===== config.mk =====
export PLATFORM = sky130hd
export DESIGN_NAME = handle_pool_allocator_flat
export DESIGN_NICKNAME = d
export VERILOG_FILES = /design/src/hdl/hap_pkg.sv /design/src/hdl/hap_if.sv /design/src/hdl/handle_pool_allocator.sv /design/src/flat_wrapper.sv
export SDC_FILE = /design/constraint.sdc
export NUM_CORES = 2
export LEC_CHECK = 0
export ABC_CLOCK_PERIOD_IN_PS = 10700
export BUFFER_PORTS_ARGS = -buffer_cell sky130_fd_sc_hd__buf_2
export CAP_MARGIN = 25
export CORE_MARGIN = 2
export CORE_UTILIZATION = 60
export DETAILED_ROUTE_END_ITERATION = 6
export GPL_TIMING_DRIVEN = 0
export HOLD_SLACK_MARGIN = 0.08
export PLACE_DENSITY = 0.88
export SKIP_CTS_REPAIR_TIMING = 1
export SLEW_MARGIN = 10
export SYNTH_ARGS = -nofsm -noshare
export SYNTH_HDL_FRONTEND = slang
export SYNTH_SLANG_ARGS = --single-unit

===== constraint.sdc =====
create_clock -name clk -period 10.7 [get_ports clk]
set_input_delay 1.07 -clock clk [delete_from_list [all_inputs] [get_ports clk]]
set_output_delay 1.07 -clock clk [all_outputs]
set_load 0.005 [all_outputs]

===== src/hdl/hap_pkg.sv =====
// Shared types and constants for the handle pool allocator.
// Depends on nothing; every other file in hdl refers to it by scoped names.
package hap_pkg;

  // Widths of the transaction fields.
  localparam int OP_W     = 2;
  localparam int HANDLE_W = 8;
  localparam int STATUS_W = 2;

  // Number of handles a deallocate can name with an 8-bit handle field.
  localparam int HANDLE_SPACE = 1 << HANDLE_W;

  // Default pool size.
  localparam int POOL_HANDLES_DEF = 256;

  // Operation codes.
  typedef enum logic [OP_W-1:0] {
    OP_ALLOC = 2'd0,
    OP_TRY   = 2'd1,
    OP_FREE  = 2'd2
  } op_t;

  // Result status codes.
  typedef enum logic [STATUS_W-1:0] {
    ST_OK            = 2'd0,
    ST_NONE_FREE     = 2'd1,
    ST_NOT_ALLOCATED = 2'd2,
    ST_EXHAUSTED     = 2'd3
  } status_t;

  // Control sequencer states.
  typedef enum logic {
    S_IDLE = 1'b0,
    S_EXEC = 1'b1
  } state_t;

endpackage


===== src/hdl/hap_if.sv =====
// Valid/ready channel interfaces for the handle pool allocator.
// Depends on hap_pkg for the field widths.
interface hap_req_if;
  logic                         valid;
  logic                         ready;
  logic [hap_pkg::OP_W-1:0]     operation;
  logic [hap_pkg::HANDLE_W-1:0] handle_in;

  modport source (output valid, output operation, output handle_in, input ready);
  modport sink   (input valid, input operation, input handle_in, output ready);
endinterface

interface hap_rsp_if;
  logic                         valid;
  logic                         ready;
  logic [hap_pkg::HANDLE_W-1:0] handle_out;
  logic [hap_pkg::STATUS_W-1:0] status;

  modport source (output valid, output handle_out, output status, input ready);
  modport sink   (input valid, input handle_out, input status, output ready);
endinterface


===== src/hdl/handle_pool_allocator.sv =====
// A request is accepted in S_IDLE; its result is registered in S_EXEC once the output slot
// is free, and only then is a new request taken, as set by the read-then-write pass over the
// allocated-map memory and the free-list memory (one synchronous read, then one write).
// Reset: synchronous, active low; clears the control state, queue pointers, fresh-handle
// counter and the per-entry valid bits of the allocated map. The free-list
// memory is not cleared. Depends on hap_pkg and hap_if.
module handle_pool_allocator #(
  parameter int POOL_HANDLES = hap_pkg::POOL_HANDLES_DEF
) (
  input  logic           clk,
  input  logic           rst_n,
  hap_req_if.sink        in_ch,
  hap_rsp_if.source      out_ch
);

  // Only handles below the 8-bit handle space can ever be returned, so the map and
  // the free list need no more entries than that.
  localparam int MAP_DEPTH = (POOL_HANDLES < hap_pkg::HANDLE_SPACE) ?
                             POOL_HANDLES : hap_pkg::HANDLE_SPACE;
  localparam int MAP_AW    = (MAP_DEPTH > 1) ? $clog2(MAP_DEPTH) : 1;
  localparam int CNT_W     = $clog2(MAP_DEPTH + 1);
  localparam int FRESH_W   = $clog2(POOL_HANDLES + 1);

  // Memories.
  logic                map_mem [MAP_DEPTH];
  logic [MAP_AW-1:0]   q_mem   [MAP_DEPTH];

  // Control and state registers.
  hap_pkg::state_t     state_r, state_nxt;
  logic [MAP_DEPTH-1:0] valid_r, valid_nxt;
  logic [MAP_AW-1:0]   head_r, head_nxt;
  logic [MAP_AW-1:0]   tail_r, tail_nxt;
  logic [CNT_W-1:0]    count_r, count_nxt;
  logic [FRESH_W-1:0]  fresh_r, fresh_nxt;
  logic                out_valid_r, out_valid_nxt;

  // Request registers and memory read data.
  hap_pkg::op_t        op_r;
  logic [MAP_AW-1:0]   hidx_r;
  logic                in_range_r;
  logic                map_rd_r;
  logic [MAP_AW-1:0]   q_rd_r;

  // Output payload registers.
  logic [hap_pkg::HANDLE_W-1:0] hout_r, hout_nxt;
  hap_pkg::status_t    status_r, status_nxt;

  // Handshake and write controls.
  logic                accept;
  logic                exec_fire;
  logic                in_ready;
  logic                in_range;
  logic                alloc_hit;
  logic                map_we;
  logic [MAP_AW-1:0]   map_waddr;
  logic                map_wdata;
  logic                q_we;

  assign in_range = 32'(in_ch.handle_in) < 32'(POOL_HANDLES);
  assign accept   = in_ch.valid && in_ready;

  // Next-state logic of the sequencer.
  always_comb begin
    state_nxt = state_r;
    case (state_r)
      hap_pkg::S_IDLE: begin
        if (accept) begin
          state_nxt = hap_pkg::S_EXEC;
        end
      end
      hap_pkg::S_EXEC: begin
        if (exec_fire) begin
          state_nxt = hap_pkg::S_IDLE;
        end
      end
      default: state_nxt = hap_pkg::S_IDLE;
    endcase
  end

  // Sequencer outputs: take a request when idle, finish it once the output slot is free.
  always_comb begin
    in_ready  = 1'b0;
    exec_fire = 1'b0;
    case (state_r)
      hap_pkg::S_IDLE: in_ready  = 1'b1;
      hap_pkg::S_EXEC: exec_fire = !out_valid_r || out_ch.ready;
      default: begin
        in_ready  = 1'b0;
        exec_fire = 1'b0;
      end
    endcase
  end

  // An entry that has not been written since reset reads as free.
  assign alloc_hit = valid_r[hidx_r] & map_rd_r;

  // Execute the request against the read data and work out the writes.
  always_comb begin
    hout_nxt   = '0;
    status_nxt = hap_pkg::ST_OK;
    map_we     = 1'b0;
    map_waddr  = hidx_r;
    map_wdata  = 1'b0;
    q_we       = 1'b0;
    head_nxt   = head_r;
    tail_nxt   = tail_r;
    count_nxt  = count_r;
    fresh_nxt  = fresh_r;
    case (op_r)
      hap_pkg::OP_ALLOC, hap_pkg::OP_TRY: begin
        if (count_r != '0) begin
          // Reuse the oldest returned handle.
          hout_nxt  = hap_pkg::HANDLE_W'(q_rd_r);
          map_we    = 1'b1;
          map_waddr = q_rd_r;
          map_wdata = 1'b1;
          head_nxt  = (head_r == MAP_AW'(MAP_DEPTH - 1)) ? '0 : head_r + 1'b1;
          count_nxt = count_r - 1'b1;
        end else if (op_r == hap_pkg::OP_TRY) begin
          status_nxt = hap_pkg::ST_NONE_FREE;
        end else if (fresh_r < FRESH_W'(POOL_HANDLES)) begin
          // Issue a never-used handle; only those that can be returned are tracked.
          hout_nxt  = hap_pkg::HANDLE_W'(fresh_r);
          map_we    = fresh_r < FRESH_W'(MAP_DEPTH);
          map_waddr = MAP_AW'(fresh_r);
          map_wdata = 1'b1;
          fresh_nxt = fresh_r + 1'b1;
        end else begin
          status_nxt = hap_pkg::ST_EXHAUSTED;
        end
      end
      hap_pkg::OP_FREE: begin
        if (in_range_r && alloc_hit) begin
          map_we    = 1'b1;
          map_waddr = hidx_r;
          map_wdata = 1'b0;
          if (count_r < CNT_W'(MAP_DEPTH)) begin
            q_we      = 1'b1;
            tail_nxt  = (tail_r == MAP_AW'(MAP_DEPTH - 1)) ? '0 : tail_r + 1'b1;
            count_nxt = count_r + 1'b1;
          end
        end else begin
          status_nxt = hap_pkg::ST_NOT_ALLOCATED;
        end
      end
      default: status_nxt = hap_pkg::ST_OK;
    endcase
  end

  // Valid bits of the allocated map and the output valid flag.
  always_comb begin
    valid_nxt = valid_r;
    if (exec_fire && map_we) begin
      valid_nxt[map_waddr] = 1'b1;
    end
    out_valid_nxt = out_valid_r;
    if (exec_fire) begin
      out_valid_nxt = 1'b1;
    end else if (out_ch.ready) begin
      out_valid_nxt = 1'b0;
    end
  end

  // Control state.
  always_ff @(posedge clk) begin
    if (!rst_n) begin
      state_r     <= hap_pkg::S_IDLE;
      valid_r     <= '0;
      head_r      <= '0;
      tail_r      <= '0;
      count_r     <= '0;
      fresh_r     <= '0;
      out_valid_r <= 1'b0;
    end else begin
      state_r     <= state_nxt;
      valid_r     <= valid_nxt;
      out_valid_r <= out_valid_nxt;
      if (exec_fire) begin
        head_r  <= head_nxt;
        tail_r  <= tail_nxt;
        count_r <= count_nxt;
        fresh_r <= fresh_nxt;
      end
    end
  end

  // Request capture and result payload.
  always_ff @(posedge clk) begin
    if (accept) begin
      op_r       <= hap_pkg::op_t'(in_ch.operation);
      hidx_r     <= MAP_AW'(in_ch.handle_in);
      in_range_r <= in_range;
    end
    if (exec_fire) begin
      hout_r   <= hout_nxt;
      status_r <= status_nxt;
    end
  end

  // Allocated-map memory: read at the request's handle, written on completion.
  always_ff @(posedge clk) begin
    if (accept) begin
      map_rd_r <= map_mem[MAP_AW'(in_ch.handle_in)];
    end
    if (exec_fire && map_we) begin
      map_mem[map_waddr] <= map_wdata;
    end
  end

  // Free-list memory: read at the head, written at the tail.
  always_ff @(posedge clk) begin
    if (accept) begin
      q_rd_r <= q_mem[head_r];
    end
    if (exec_fire && q_we) begin
      q_mem[tail_r] <= hidx_r;
    end
  end

  assign in_ch.ready       = in_ready;
  assign out_ch.valid      = out_valid_r;
  assign out_ch.handle_out = hout_r;
  assign out_ch.status     = status_r;

endmodule


===== src/flat_wrapper.sv =====
// flat-port wrapper written by rule: the top's interface ports become plain ports
module handle_pool_allocator_flat 
#(
  parameter int POOL_HANDLES = hap_pkg::POOL_HANDLES_DEF
)
  (clk, rst_n, in_ch_valid, in_ch_operation, in_ch_handle_in, in_ch_ready, out_ch_valid, out_ch_handle_out, out_ch_status, out_ch_ready);
  hap_req_if in_ch_i ();
  hap_rsp_if out_ch_i ();
  input  logic clk;
  input  logic rst_n;
  input wire logic [$bits(in_ch_i.valid)-1:0] in_ch_valid;
  input wire logic [$bits(in_ch_i.operation)-1:0] in_ch_operation;
  input wire logic [$bits(in_ch_i.handle_in)-1:0] in_ch_handle_in;
  output wire logic [$bits(in_ch_i.ready)-1:0] in_ch_ready;
  output wire logic [$bits(out_ch_i.valid)-1:0] out_ch_valid;
  output wire logic [$bits(out_ch_i.handle_out)-1:0] out_ch_handle_out;
  output wire logic [$bits(out_ch_i.status)-1:0] out_ch_status;
  input wire logic [$bits(out_ch_i.ready)-1:0] out_ch_ready;
  assign in_ch_i.valid = in_ch_valid;
  assign in_ch_i.operation = in_ch_operation;
  assign in_ch_i.handle_in = in_ch_handle_in;
  assign in_ch_ready = in_ch_i.ready;
  assign out_ch_valid = out_ch_i.valid;
  assign out_ch_handle_out = out_ch_i.handle_out;
  assign out_ch_status = out_ch_i.status;
  assign out_ch_i.ready = out_ch_ready;
  handle_pool_allocator #(.POOL_HANDLES(POOL_HANDLES)) u_core (.clk(clk), .rst_n(rst_n), .in_ch(in_ch_i), .out_ch(out_ch_i));
endmodule

==> impl_metrics.tcl, run 1 <==
set metrics [dict create \
    overflow 68 \
    die_h_um 420.9 \
    grt_max_degree 218 \
    start_util_pct 60.19 \
    syn-instance-count 5452 \
    status "did not finish" \
    ios 26 \
    synth-async-reset-ratio_pct 0 \
    grt_usage_pct 55.34 \
    numCtsBuffers 234 \
    die_w_um 420.9 \
    synth_seq_cells 2625 \
    syn-num-nets 5482 \
    synth_cell_types 67 \
    yosys_warnings 0 \
    io_buffers 24 \
    gp_congestion 0.9761 \
    antenna_found_initial 98 \
    synth_area_um2 104300 \
    rows 153 \
    synth_edf_count 2333 \
    lastStage "5_1_grt" \
    synth-seq-area-share_pct 72.79 \
    htreeDepth 4 \
    dp.cells 8014 \
    avgSynthCellArea_um2 19.13 \
    dp_slack_ps 4626 \
    ys.flop_type "edfxtp_1" \
    clock_path_buffers 3 \
    cts_sinks 2625 \
    clockRootBuffer "clkbuf_16" \
    dp_hpwl_um 220900 \
    stop_error "[ERROR GRT-0232] Routing congestion too high. Check the congestion heatmap in the GUI." \
]
## Yosys cell counts, types with 3 or more instances
library cell     n  share of area [%]
mux2i_1         42               0.40
mux4_2         819                 18
and3_1           3              0.018
nor3b_1          6              0.043
a21oi_1         25               0.12
dfxtp_1        292                5.6
buf_4           29               0.21
nor3_1         386                1.9
nand2_1        404                1.5
nor4_1          10              0.060
o21ai_0        250                1.2
nor3_2           3              0.029
o31ai_1          7              0.050
buf_6            9              0.097
edfxtp_1      2333                 67
nor2b_1         13              0.078
xor2_1          12               0.10
xnor2_1          6              0.050
a21o_1           6              0.043
and2_1           8              0.048
nand2b_1        11              0.066
nor2_1         193               0.69
or2_2            5              0.030
o22ai_1          7              0.042
or3_1            7              0.042
mux2_2           5              0.054
o221ai_1         3              0.025
clkbuf_2         6              0.029
inv_1           13              0.047
buf_1           27              0.097
a22oi_1         11              0.079
o21ai_1         19              0.091
buf_2           84               0.40
nand4_1         20               0.12
clkbuf_1       233               0.84
ha_1            15               0.18
o32a_1           3              0.029
a211oi_1         3              0.022
a311oi_1         5              0.042
nand3_1         87               0.42
## per-stage QoR
step           util [%]  hold slack [ps]  cell area (µm²)   TNS, ps
3_5_place_dp      63.74            438.8           110400         0
4_1_cts           68.28            324.3           118300         0
2_1_floorplan         -            419.6           104300         0
3_3_place_gp      61.94            427.8           107300  -1359390
## kinds of logic after synthesis
kind of cell / Yosys count / synth area share [%]
flops: 2625 / 72.79
simple gates: 1168 / 5.074
mux: 866 / 18.15
buf+inv: 405 / 1.761
compound gates: 354 / 1.875
xor+xnor: 18 / 0.1512
fa+ha+maj: 16 / 0.1992
## routing by layer
| layer | GRT overflow | global-route usage [%] |
|---|---|---|
| met5 | 0 | 25.70 |
| met4 | 35 | 47.60 |
| met3 | 1 | 45.06 |
| met2 | 32 | 70.90 |
| met1 | 0 | 54.22 |
==> run 2: changes to the inputs <==
--- a/config.mk
+++ b/config.mk
@@ -9,11 +9,10 @@
 export BUFFER_PORTS_ARGS = -buffer_cell sky130_fd_sc_hd__buf_2
 export CAP_MARGIN = 25
 export CORE_MARGIN = 2
-export CORE_UTILIZATION = 60
+export CORE_UTILIZATION = 40
 export DETAILED_ROUTE_END_ITERATION = 6
 export GPL_TIMING_DRIVEN = 0
-export HOLD_SLACK_MARGIN = 0.08
-export PLACE_DENSITY = 0.88
+export PLACE_DENSITY_LB_ADDON = 0.15
 export SKIP_CTS_REPAIR_TIMING = 1
 export SLEW_MARGIN = 10
 export SYNTH_ARGS = -nofsm -noshare
==> run 2 against run 1 <==
  * The run now ends clean
  * Synthesized cell count is the same
  * Area after synthesis unchanged
==> impl_metrics.tcl, run 2 <==
set metrics [dict create \
    gp_congestion 0.8870 \
    ys.flop_type "edfxtp_1" \
    status "finished clean" \
    avgSynthCellArea_um2 19.13 \
    rsz0062_at_grt "false" \
    insertion_delay_ps 930 \
    synth_top_cell_by_area "edfxtp_1" \
    ys_top_cells_by_count "edfxtp_1, mux4_2, nand2_1, nor3_1, dfxtp_1" \
    drt_iter0_drc 7647 \
    largestRegisters "u_core.q_mem (2048), u_core.map_mem (256), u_core.valid_r (256)" \
    syn-num-nets 5482 \
    cp-start-kind "flop" \
    numCtsBuffers 301 \
    overflow 0 \
    drv_slew 0 \
    crit_path_frequent_cell "buf_2" \
    synth_cell_types 67 \
    first_global_vias 56381 \
    cellPowerDensity_nw_per_um2 182.5 \
    max_cap_viol_count 0 \
    worstPathMaxFanout 10 \
    cts_sinks 2625 \
    crit_family "buffers and inverters" \
    drive_gt1_share_pct 29.29 \
    vias 57372 \
    tightest_slew_ps 1123 \
    post-route-drc-count 0 \
    worstSetupPathType "reg2reg" \
    yosys-top-cells-area "edfxtp_1, mux4_2, dfxtp_1" \
    ir_drop_v 0.0001865 \
    clkTransAtPathRegs_ps 60 \
    switching_share_pct 22.73 \
    drt_first_pass_iters 6 \
    crit_path_cell_trace "buf_16 -> buf_2 -> clkbuf_1 -> clkbuf_1 -> nand3_1 -> a311oi_1 -> o31ai_1 -> and4bb_1 -> buf_2 -> nand4_1 -> buf_2 -> nor3_1 -> buf_2" \
    synth_edf_count 2333 \
    p_leak_nw 37.00 \
    dp_hpwl_um 224000 \
    grt_max_degree 170 \
    combPwrFrac_pct 6.8 \
    largest_register_ffs 2048 \
    die_w_um 514.6 \
    period_minus_slack_ps 6214 \
    fin_worst_skew_ps 71.44 \
    min_period_over_period_pct 58.07 \
    cts_tree "built" \
    vias_per_cell 5.955 \
    wl_um 312800 \
    hold_viol 0 \
    hold_path_class "in2reg" \
    ios 26 \
    dp.cells 9103 \
    clockRootBuffer "clkbuf_16" \
    slowest_stage "edfxtp_1" \
    rows 187 \
    yosys_warnings 0 \
    wl_per_cell_um 32.46 \
    crit_path_max_incr_delay_ps 960 \
    htreeDepth 5 \
    start_util_pct 40.19 \
    mostFrequentLayoutCell "edfxtp_1" \
    p_seq_share_pct 50.3 \
    netlist.area_leader.share_pct 67.19 \
    final_cells 9635 \
    synth_seq_cells 2625 \
    path_buf_inv 7 \
    io_buffers 24 \
    clkPwrFrac_pct 42.9 \
    synth_most_common_cell "edfxtp_1" \
    ant_nets 0 \
    mostFrequentLayoutCells "edfxtp_1, mux4_2, nand2_1" \
    slew-limit-headroom_pct 24.89 \
    worstSetupEndpointType "flop" \
    grt_pass1_wl_um 439100 \
    area_growth_pct 17.53 \
    core-area_um2 259500 \
    grt_usage_pct 23.52 \
    total_power_mw 22.36 \
    nets 6049 \
    synth-seq-area-share_pct 72.79 \
    synth-async-reset-ratio_pct 0 \
    die_h_um 514.6 \
    syn-instance-count 5452 \
    power_switching_mw 5.083 \
    top_register "u_core.q_mem" \
    dieArea_um2 264800 \
    final-setup-viol-count 0 \
    cp_data_required_time_ps 11290 \
    antenna_found_initial 28 \
    crit_arrival_ps 6810 \
    p_int_mw 17.28 \
    clock_path_buffers 4 \
    synth_area_um2 104300 \
    fmax_mhz 160.9 \
]
run 2: cell counts after synthesis:
Identical to the previous run, type by type.
run 2: per-stage QoR:
| step | setup slack [ps] | area, µm² | utilization [%] | hold slack (ps) | setup TNS [ps] |
|---|---|---|---|---|---|
| global placement | -2692 | 108700 | 41.87 | 429.7 | -4689100 |
| detailed placement | 4687 | 113400 | 43.69 | 438.4 | 0 |
| global route | 4263 | 122500 | 47.23 | 297.1 | 0 |
| floorplan | 3901 | 104300 | - | 419.6 | 0 |
| finish | 4486 | 122500 | 47.23 | 335.6 | 0 |
| CTS | 4645 | 122400 | 47.16 | 269.9 | 0 |
run 2: path summary, 6_finish.rpt:
| check | from | to | slack (ps) | cells after the start |
|---|---|---|---|---|
| worst max-delay path | u_core.hidx_r[4]$_DFFE_PP_ | u_core.q_mem[157][4]$_DFFE_PP_ | 4490 | 13 |
| worst min-delay path | in_ch_handle_in[4] | u_core.hidx_r[4]$_DFFE_PP_ | 340 | 1 |
| worst max register to register | u_core.hidx_r[4]$_DFFE_PP_ | u_core.q_mem[157][4]$_DFFE_PP_ | 4490 | 13 |
| worst min register to register | u_core.valid_r[118]$_SDFFE_PN0P_ | u_core.valid_r[118]$_SDFFE_PN0P_ | 450 | 2 |
run 2: layout make-up:
class	count	area [µm²]
plain buffers	390	1822
fillers	21597	136900
repair buffers	264	4120
clock buffers	389	8152
clock inverters	126	854.6
well taps	3402	4257
diodes	2	5.005
inverters	15	63.81
multi-input cells	2422	27370
flip-flops and latches	2625	75900
run 2: cell families (layout without fill, tap and decap cells):
logic type | count (synthesis) | in the layout | synth area share (%)
adder cells (fa/ha/maj) | 16 | 16 | 0.1992
multiplexers | 866 | 866 | 18.15
flip-flops | 2625 | 2625 | 72.79
AND/OR/NAND/NOR | 1168 | 1168 | 5.074
AO/OA/AOI/OAI | 354 | 354 | 1.875
other | 0 | 2 | 0
buffers and inverters | 405 | 1184 | 1.761
XOR/XNOR | 18 | 18 | 0.1512
run 2: layer usage:
metal	track usage [%]	vias up	routed length, µm	share of wire [%]
met5	0	-	22	0.0070
met3	4.207	498	23800	7.6
li1	-	23410	-	-
met4	7.003	4	9778	3.1
met2	36.08	2427	143800	46
met1	34.36	31033	135400	43
run 2: power by group through the flow:
stage / logic (mW) / registers, mW / clock network, mW
floorplan: 0.743 / 11.6 / 0
global placement: 1.23 / 11.7 / 0
detailed placement: 1.52 / 11.5 / 0
CTS: 1.52 / 11.2 / 9.74
global route: 1.60 / 11.2 / 10.1
finish: 1.52 / 11.2 / 9.59
Note: power is estimated with default switching activity, not from simulation.
